File: src/hdl/cpfl_pkg.sv
// ----------------------------------------------------------------------------
// cpfl_pkg
// Shared types, codes and defaults of the chunk pool free list allocator.
// ----------------------------------------------------------------------------
package cpfl_pkg;

  localparam int SLOT_COUNT            = 256;
  localparam int SLOT_W                = 8;
  localparam int LINK_W                = 9;
  localparam int COUNT_W               = 9;
  localparam int BLOCKS_W              = 5;
  localparam int DEF_CHUNKS_PER_BLOCK  = 16;
  localparam int DEF_MAX_BLOCKS        = 16;

  localparam logic [LINK_W-1:0]   EMPTY_MARK        = 9'd256;
  localparam logic [BLOCKS_W-1:0] BLOCK_LIMIT_RESET = 5'd16;

  localparam logic CMD_ALLOC = 1'b0;
  localparam logic CMD_FREE  = 1'b1;

  localparam logic [1:0] STATUS_OK        = 2'd0;
  localparam logic [1:0] STATUS_EXHAUSTED = 2'd1;
  localparam logic [1:0] STATUS_NOT_INUSE = 2'd2;

  typedef struct packed {
    logic                command;
    logic [SLOT_W-1:0]   chunk_index;
  } req_t;

  typedef struct packed {
    logic [1:0]          status;
    logic [SLOT_W-1:0]   granted_index;
    logic [COUNT_W-1:0]  in_use_count;
  } rsp_t;

  typedef struct packed {
    logic capture;
    logic exec;
    logic grow_start;
    logic grow_step;
  } ctrl_cmd_t;

  typedef struct packed {
    logic need_grow;
    logic grow_ok;
    logic grow_last;
  } dp_status_t;

endpackage

File: src/hdl/cpfl_ctrl.sv
// ----------------------------------------------------------------------------
// cpfl_ctrl
// Sequencer: accepts a request, runs block linking when needed, then executes.
// ----------------------------------------------------------------------------
module cpfl_ctrl (
  input  logic                  clk_i,
  input  logic                  rst_ni,
  input  logic                  start,
  output logic                  busy,
  input  cpfl_pkg::dp_status_t  status_i,
  output cpfl_pkg::ctrl_cmd_t   cmd_o
);

  localparam logic [1:0] ST_IDLE  = 2'd0;
  localparam logic [1:0] ST_EXEC  = 2'd1;
  localparam logic [1:0] ST_GROW  = 2'd2;
  localparam logic [1:0] ST_FETCH = 2'd3;

  logic [1:0] state_q, state_d;

  always_comb begin
    state_d = state_q;
    cmd_o   = '0;
    unique case (state_q)
      ST_IDLE: begin
        if (start) begin
          cmd_o.capture = 1'b1;
          state_d       = ST_EXEC;
        end
      end
      ST_EXEC: begin
        if (status_i.need_grow && status_i.grow_ok) begin
          cmd_o.grow_start = 1'b1;
          state_d          = ST_GROW;
        end else begin
          cmd_o.exec = 1'b1;
          state_d    = ST_IDLE;
        end
      end
      ST_GROW: begin
        cmd_o.grow_step = 1'b1;
        if (status_i.grow_last) begin
          state_d = ST_FETCH;
        end
      end
      ST_FETCH: begin
        state_d = ST_EXEC;
      end
      default: begin
        state_d = ST_IDLE;
      end
    endcase
  end

  always_ff @(posedge clk_i or negedge rst_ni) begin
    if (!rst_ni) begin
      state_q <= ST_IDLE;
    end else begin
      state_q <= state_d;
    end
  end

  assign busy = (state_q != ST_IDLE);

endmodule

File: src/hdl/cpfl_datapath.sv
// ----------------------------------------------------------------------------
// cpfl_datapath
// Link memory, list head, in-use marks, counters and the result register.
// ----------------------------------------------------------------------------
module cpfl_datapath #(
  parameter int CHUNKS_PER_BLOCK = cpfl_pkg::DEF_CHUNKS_PER_BLOCK,
  parameter int MAX_BLOCKS       = cpfl_pkg::DEF_MAX_BLOCKS
) (
  input  logic                              clk_i,
  input  logic                              rst_ni,
  input  cpfl_pkg::req_t                    request_i,
  input  logic                              cfg_we_i,
  input  logic [cpfl_pkg::BLOCKS_W-1:0]     cfg_data_i,
  input  cpfl_pkg::ctrl_cmd_t               cmd_i,
  output cpfl_pkg::dp_status_t              status_o,
  output logic                              result_valid_o,
  output cpfl_pkg::rsp_t                    result_o
);

  localparam int SW   = cpfl_pkg::SLOT_W;
  localparam int LW   = cpfl_pkg::LINK_W;
  localparam int CW   = cpfl_pkg::COUNT_W;
  localparam int BW   = cpfl_pkg::BLOCKS_W;
  localparam int BASE_W = BW + LW;

  logic [LW-1:0] mem [cpfl_pkg::SLOT_COUNT];
  logic [LW-1:0] rdata_q;

  logic [BW-1:0]                   block_limit_q;
  logic [LW-1:0]                   head_q;
  logic [BW-1:0]                   blocks_q;
  logic [CW-1:0]                   count_q;
  logic [cpfl_pkg::SLOT_COUNT-1:0] marks_q;
  cpfl_pkg::req_t                  req_q;
  logic [SW-1:0]                   base_q;
  logic [SW-1:0]                   step_q;
  logic                            valid_q;
  cpfl_pkg::rsp_t                  rsp_q;

  logic [LW-1:0]     limit;
  logic [BASE_W-1:0] base_full;
  logic              head_empty;
  logic              is_free;
  logic              mark_hit;
  logic              we;
  logic [SW-1:0]     waddr;
  logic [LW-1:0]     wdata;

  assign head_empty = head_q[LW-1];
  assign is_free    = (req_q.command == cpfl_pkg::CMD_FREE);
  assign mark_hit   = marks_q[req_q.chunk_index];

  assign limit = (LW'(block_limit_q) > LW'(MAX_BLOCKS)) ? LW'(MAX_BLOCKS)
                                                         : LW'(block_limit_q);
  assign base_full = BASE_W'(blocks_q) * BASE_W'(CHUNKS_PER_BLOCK);

  assign status_o.need_grow = !is_free && head_empty;
  assign status_o.grow_ok   = (LW'(blocks_q) < limit) &&
      ((base_full + BASE_W'(CHUNKS_PER_BLOCK)) <= BASE_W'(cpfl_pkg::SLOT_COUNT));
  assign status_o.grow_last = ({1'b0, step_q} == LW'(CHUNKS_PER_BLOCK - 1));

  always_comb begin
    we    = 1'b0;
    waddr = req_q.chunk_index;
    wdata = head_q;
    if (cmd_i.grow_step) begin
      we    = 1'b1;
      waddr = base_q + step_q;
      wdata = status_o.grow_last ? cpfl_pkg::EMPTY_MARK
                                 : (LW'(base_q) + LW'(step_q) + LW'(1));
    end else if (cmd_i.exec && is_free && mark_hit) begin
      we = 1'b1;
    end
  end

  always_ff @(posedge clk_i) begin
    if (we) begin
      mem[waddr] <= wdata;
    end
    rdata_q <= mem[head_q[SW-1:0]];
  end

  always_ff @(posedge clk_i) begin
    if (cmd_i.capture) begin
      req_q <= request_i;
    end
    if (cmd_i.grow_start) begin
      base_q <= base_full[SW-1:0];
    end
    if (cmd_i.grow_start) begin
      step_q <= '0;
    end else if (cmd_i.grow_step) begin
      step_q <= step_q + SW'(1);
    end
    if (cmd_i.exec) begin
      rsp_q.status        <= cpfl_pkg::STATUS_OK;
      rsp_q.granted_index <= '0;
      rsp_q.in_use_count  <= count_q;
      if (is_free) begin
        if (!mark_hit) begin
          rsp_q.status <= cpfl_pkg::STATUS_NOT_INUSE;
        end else begin
          rsp_q.in_use_count <= count_q - CW'(1);
        end
      end else if (head_empty) begin
        rsp_q.status <= cpfl_pkg::STATUS_EXHAUSTED;
      end else begin
        rsp_q.granted_index <= head_q[SW-1:0];
        rsp_q.in_use_count  <= count_q + CW'(1);
      end
    end
  end

  always_ff @(posedge clk_i or negedge rst_ni) begin
    if (!rst_ni) begin
      block_limit_q <= cpfl_pkg::BLOCK_LIMIT_RESET;
      head_q        <= cpfl_pkg::EMPTY_MARK;
      blocks_q      <= '0;
      count_q       <= '0;
      marks_q       <= '0;
      valid_q       <= 1'b0;
    end else begin
      valid_q <= cmd_i.exec;
      if (cfg_we_i) begin
        block_limit_q <= cfg_data_i;
      end
      if (cmd_i.grow_step && status_o.grow_last) begin
        head_q   <= LW'(base_q);
        blocks_q <= blocks_q + BW'(1);
      end else if (cmd_i.exec) begin
        if (is_free) begin
          if (mark_hit) begin
            head_q                       <= LW'(req_q.chunk_index);
            marks_q[req_q.chunk_index]   <= 1'b0;
            count_q                      <= count_q - CW'(1);
          end
        end else if (!head_empty) begin
          head_q                 <= rdata_q;
          marks_q[head_q[SW-1:0]] <= 1'b1;
          count_q                <= count_q + CW'(1);
        end
      end
    end
  end

  assign result_valid_o = valid_q;
  assign result_o       = rsp_q;

endmodule

File: src/hdl/chunk_pool_free_list_allocator.sv
// ----------------------------------------------------------------------------
// chunk_pool_free_list_allocator
// Fixed-size chunk allocator over a LIFO free list of next links.
//
//   channel   handshake                  payload
//   request   start / busy               request_i   (command, chunk_index)
//   result    result_valid_o strobe      result_o    (status, granted_index,
//                                                     in_use_count)
//   config    cfg_valid_i / cfg_ready_o  cfg_data_i  (block_limit)
//
// For an allocate or free, busy is high for 1 cycle after the
// request is accepted; the result strobe follows in the cycle after, while
// the next request may already be accepted.
// An allocate on an empty list first links a new block if the block limit and
// pool size allow, one link memory write per chunk, then refetches the head.
// Reset is immediate: links need no clearing and in-use marks are flops.
// The result strobe lasts one cycle; the receiver cannot stall it.
// ----------------------------------------------------------------------------
module chunk_pool_free_list_allocator #(
  parameter int CHUNKS_PER_BLOCK = cpfl_pkg::DEF_CHUNKS_PER_BLOCK,
  parameter int MAX_BLOCKS       = cpfl_pkg::DEF_MAX_BLOCKS
) (
  input  logic                           clk_i,
  input  logic                           rst_ni,
  input  logic                           start,
  output logic                           busy,
  input  cpfl_pkg::req_t                 request_i,
  output logic                           result_valid_o,
  output cpfl_pkg::rsp_t                 result_o,
  input  logic                           cfg_valid_i,
  output logic                           cfg_ready_o,
  input  logic [cpfl_pkg::BLOCKS_W-1:0]  cfg_data_i
);

  cpfl_pkg::ctrl_cmd_t  cmd;
  cpfl_pkg::dp_status_t dp_status;

  assign cfg_ready_o = 1'b1;

  cpfl_ctrl u_ctrl (
    .clk_i    (clk_i),
    .rst_ni   (rst_ni),
    .start    (start),
    .busy     (busy),
    .status_i (dp_status),
    .cmd_o    (cmd)
  );

  cpfl_datapath #(
    .CHUNKS_PER_BLOCK (CHUNKS_PER_BLOCK),
    .MAX_BLOCKS       (MAX_BLOCKS)
  ) u_datapath (
    .clk_i          (clk_i),
    .rst_ni         (rst_ni),
    .request_i      (request_i),
    .cfg_we_i       (cfg_valid_i && cfg_ready_o),
    .cfg_data_i     (cfg_data_i),
    .cmd_i          (cmd),
    .status_o       (dp_status),
    .result_valid_o (result_valid_o),
    .result_o       (result_o)
  );

endmodule
File: config.mk
export PLATFORM = sky130hd
export DESIGN_NAME = chunk_pool_free_list_allocator
export DESIGN_NICKNAME = d
export VERILOG_FILES = /design/src/hdl/cpfl_pkg.sv /design/src/hdl/cpfl_ctrl.sv /design/src/hdl/cpfl_datapath.sv /design/src/hdl/chunk_pool_free_list_allocator.sv
export SDC_FILE = /design/constraint.sdc
export NUM_CORES = 2
export LEC_CHECK = 0
export BUFFER_PORTS_ARGS = -buffer_cell sky130_fd_sc_hd__buf_2
export CORE_UTILIZATION = 30
export DETAILED_ROUTE_END_ITERATION = 6
export GPL_ROUTABILITY_DRIVEN = 0
export GPL_TIMING_DRIVEN = 0
export SYNTH_ARGS = -nofsm -noshare
export SYNTH_HDL_FRONTEND = slang
export SYNTH_SLANG_ARGS = --single-unit
File: constraint.sdc
create_clock -name clk_i -period 10.3 [get_ports clk_i]
set_input_delay 0.515 -clock clk_i [delete_from_list [all_inputs] [get_ports clk_i]]
set_output_delay 0.515 -clock clk_i [all_outputs]
set_load 0.005 [all_outputs]
-- After elaboration in Yosys (flattened, before gate mapping)
Memory sizes are Yosys's and may differ from the RTL's. A register that Yosys moved wholly into a read port is not among the register bits.
Index checks and enable logic that the tools add are counted.
- flip-flop bits (word level): 327
- RAM bits: 2304
- bits of input ports: 18
- output and inout port bits: 22
- logic and storage cells: 103
- memories kept: 1
- memories (memory ; depth ; width ; rd ports ; clocked after memory_dff ; write ports ; line ; source):
    u_datapath.mem ; 256 ; 9 ; 1 ; 1 ; 1 ; cpfl_datapath.sv:26 ; logic [LW-1:0] mem [cpfl_pkg::SLOT_COUNT];
- $add $sub $neg: 8
- order comparisons: 7
- equal/unequal tests: 10
- muxes and demuxes: 40
- bitwise gates (word level): 4
- reductions and logical operators: 18
- operators with widths (cell ; count):
    $mux W256 ; 3
    $and A256 B256 Y256 ; 1
    $not A256 Y256 ; 1
    $or A256 B256 Y256 ; 1
    $mux W9 ; 12
    $add A9 B1 Y9 const B ; 2
    $lt A8 B9 Y1 const B ; 2
    $demux W1 S8 ; 2
    $ge A8 B1 Y1 const B ; 2
    $le A14 B9 Y1 const B ; 1
    $mux W1 ; 13
    $mux W2 ; 6
    $add A9 B5 Y10 const B ; 1
    $add A8 B8 Y9 ; 1
    $lt A5 B9 Y1 ; 1
    $sub A9 B1 Y9 const B ; 1
    $add A8 B1 Y8 const B ; 1
    $add A8 B8 Y8 ; 1
    $bmux W1 S8 ; 1
    $eq A8 B4 Y1 const B ; 1
    $logic_and A1 B1 Y1 ; 8
    $mux W8 ; 1
    $pmux W2 S4 ; 1
    $ne A2 B2 Y1 const B ; 3
    other kinds (15) ; 20

-- Logic depth before layout (Yosys ltp)
- word-level depth: 13
- mapped depth: 15
- depth with buffers taken out: 11

-- Modules after synthesis
Synthesis repeated with hierarchy kept, for this count alone.
- cells, all modules: 5474
- area total of the unflattened synthesis: 106254.4 um2
- by module, submodules not included (module ; times used ; cells each ; area an instance (um2) ; sequential area each (um2)):
    cpfl_datapath ; 1 ; 5454 ; 106071.7 ; 77621.9
    cpfl_ctrl ; 1 ; 18 ; 171.4 ; 50.0
    chunk_pool_free_list_allocator ; 1 ; 2 ; 11.3 ; 0.0

-- Worst setup path before layout
OpenSTA, ideal clock, no wires.
- kind: reg-to-reg
- start point: register u_datapath.step_q[1]
- end point: memory u_datapath.mem[0][8] (netlist bit), data pin
- library setup time: 1731 ps
- data arrival time: 8846 ps
- data required time: 8569 ps
- path slack: -277 ps
- stages on the path, launching flop included: 7
- buffers on the path: 0
- cell sequence: dfxtp_1 -> ha_1 -> and3_1 -> a31oi_1 -> nor2b_1 -> o21ai_0 -> a31oi_1
- word-level cells in the longest chain between the ends: 4
- RTL lines (item ; line ; source):
    start: declaration ; cpfl_datapath.sv:36 ; logic [SW-1:0] step_q;
    start signal: assignment ; cpfl_datapath.sv:93 ; step_q <= step_q + SW'(1);
    $add A8 B8 Y9 ; cpfl_datapath.sv:70 ; : (LW'(base_q) + LW'(step_q) + LW'(1));
    $add A9 B1 Y9 ; cpfl_datapath.sv:70 ;
    $mux W9 (*) ; cpfl_datapath.sv:69 ; wdata = status_o.grow_last ? cpfl_pkg::EMPTY_MARK
    $mux W9 (*) ; cpfl_datapath.sv:66 ; if (cmd_i.grow_step) begin
    via u_datapath.wdata[8] ; cpfl_datapath.sv:47 ; logic [LW-1:0] wdata;
    end: declaration ; cpfl_datapath.sv:26 ;
Mark *: on every way through the listed nets, which the timed path passes. The rest lies on a longest branch.

==> reports/metrics.cfg <==
[run_status]
outcome=finished with violations
violations=DRC, capacitance limit, slew limit

[worst_setup_path]
cp.arrival_ns=7.98
endpoint_kind=flip-flop
required_ns=10.81
critPathLaunchType=flip-flop
worstPathMaxFanout=11
crit_type=reg -> reg

[floorplanning]
dieArea_sq_um=353900
pin_count=40
core_sq_um=349700
dieWidth_um=594.9
num_rows=217
start_util_pct=30.16
die_y_um=594.9

[clock_tree]
tritoncts=yes
clk_pin_slew_ns=0.06
cts_hold_buf=17
clockBufferDepth=4
clk_latency_ns=0.89
cts_resized=0
post_cts_buffers=0
cts_made_buffers=278
root_buffer=clkbuf_16
cts_max_level=5
clock-sinks=2640

[finish]
drive_gt1_share_pct=26.56
fin_cells=10530
final_cell_mix=edfxtp_1, mux4_2, nor2_1, a21oi_1, clkbuf_16
nNetsFinal=5762
area_delta_synth_final_pct=16.25
final_common_cell=edfxtp_1
final.fill_count=32220

[yosys]
synth_cell_types=86
yosys.area_share.xor_xnor_pct=0.2492
synth-main-ff-cell=edfxtp_1
netlist_area_sq_um=105500
synth_top_family_by_area=multiplexers
synthSimpleGateAreaFrac_pct=3.308
synthArstFlopShare_pct=10.87
synth-adder-area-share_pct=0.2207
synth-compound-area-share_pct=3.683
yosys_warnings=0
avgSynthCellArea_sq_um=19.92
synth-seq-cells=2640
synthCells=5294
syn-num-nets=5330
synthMuxAreaShare_pct=17.30
synth_edf_count=2336
ys_seq_area_share_pct=73.65

[placed_design]
dpl.hpwl_um=254000
place_inst=10030
portBuffers=38

[sta]
max_freq_ghz=0.1340
rsz0062_at_grt=no
fin_setup_tns_ns=0
relSlewSlack_pct=-11.00
report.final.slew_viol_count=47
hold_viol=0
setup_viol=0
worst_pin_slew_ns=1.665
min_period_over_period_pct=72.47
fin_crit_ns=7.465
finClkSkew_ns=0.09100

[global_route]
antenna_found_initial=16
grt_pass1_wl_um=506100
grt_use_total_pct=20.91
grt-ovfl-total=0
grt_pass1_vias=58360
grt_max_degree=108

[drt]
wl_met1_um=138600
antenna_left=0
vias_per_cell=5.806
avgRoutedWirePerCell_um=36.09
drc_errors=160
dr_wl_met2_um=164800
routed_wl_um=380000
num_vias=61130
drt-pass1-iter-count=7
wl_met3_um=52320
top_layer_used=met5
drtIter0Drc=10780

[min_path]
min_path_type=in -> reg

[pwr]
power_leakage_nw=39.14
vdd_ir_drop_max_uv=211.1
p_per_area_nw_per_um2=307.4

[job]
max_cap_viol_count=6

==> power breakdown <==
group | leakage [nW] | internal, W | switching (W) | total [W]
sequential | 25.0 | 0.0135 | 0.000106 | 0.0136
combinational | 9.95 | 0.00445 | 0.00978 | 0.0142
clock | 4.18 | 0.00557 | 0.00425 | 0.00981
==> cells in the mapped netlist (all sizes together), types with 21 or more instances <==
master  number  share of area, %
buf        186              0.94
inv         24             0.085
dfrtp      285               6.8
a22oi       47              0.33
edfxtp    2336                67
a21oi      325               1.5
a22o       109              0.91
xnor2       21              0.17
nand3      136              0.65
nand2      153              0.54
nor3        30              0.14
clkbuf     157              0.56
nor2       417               1.5
mux4       791                17
mux2i       36              0.34
==> final cells by class <==
| cell class | count | area (sq um) | share of cell area [%] |
|---|---|---|---|
| Buffer | 343 | 1698 | 1.385 |
| Timing Repair Buffer | 152 | 2395 | 1.953 |
| Antenna cell | 8 | 20.02 | 0.01633 |
| Clock buffer | 357 | 7520 | 6.134 |
| Tap cell | 4599 | 5754 | 4.694 |
| Multi-Input combinational cell | 2286 | 26340 | 21.49 |
| Inverter | 25 | 93.84 | 0.07655 |
| Sequential cell | 2640 | 77670 | 63.36 |
| Clock inverter | 119 | 1096 | 0.8941 |
==> logic make-up after synthesis <==
logic type | Yosys count
xor+xnor | 30
simple gates | 812
flops | 2640
compound gates | 592
fa+ha+maj | 18
buf+inv | 368
mux | 833
other cells | 1
==> critical path, stage by stage (launching register included) <==
cell and delay, ns:
dfrtp_1 0.33, clkbuf_1 0.35, buf_2 0.55, buf_1 1.10, buf_2 0.70, clkbuf_2 0.87
clkbuf_1 0.97, mux4_2 0.47, mux4_2 0.55, a22oi_1 0.69, nand4_1 0.53
==> routing by layer <==
layer / GRT usage (%) / vias to the layer above
li1: - / 22700
met1: 26.87 / 32560
met2: 30.77 / 4869
met3: 7.714 / 993
met4: 11.03 / 8
met5: 0 / -
==> stage by stage <==
stage	power, W	utilization [%]	area, sq um	setup slack [ns]	hold WS (ns)
after floorplan	0.02075	-	105500	0.2335	0.2194
after global placement	0.02692	31.86	111400	-10.67	0.4768
after detailed placement	0.02749	32.54	113800	3.086	0.4774
after CTS	0.03710	35.05	122600	3.058	0.01216
after global routing	0.03794	35.05	122600	2.950	0.04700
final	0.03768	35.06	122600	2.835	0.04285
==> sequential cells by signal, summed over array words and instances (netlist names), 8 cells and up <==
| signal | flops |
|---|---|
| u_datapath.step_q | 8 |
| u_datapath.req_q | 8 |
| u_datapath.marks_q | 256 |
| u_datapath.head_q | 9 |
| u_datapath.rdata_q | 9 |
| u_datapath.result_o | 19 |
| u_datapath.mem | 2304 |
| u_datapath.count_q | 9 |
==> final timing paths <==
kind / cells past startpoint / to / slack, ns / startpoint
max in group asynchronous: 3 / u_datapath.marks_q[95] / 8.96 / rst_ni
worst max-delay path: 10 / u_datapath.rdata_q[7] / 2.84 / u_datapath.head_q[1]
worst min register to register: 1 / u_datapath.marks_q[253] / 0.50 / u_datapath.marks_q[253]
min in group asynchronous: 2 / u_datapath.marks_q[147] / 0.32 / rst_ni
worst min-delay path: 2 / u_datapath.block_limit_q[3] / 0.04 / cfg_valid_i
worst max register to register: 10 / u_datapath.rdata_q[7] / 2.84 / u_datapath.head_q[1]
Power figures use the tool's default switching activity.
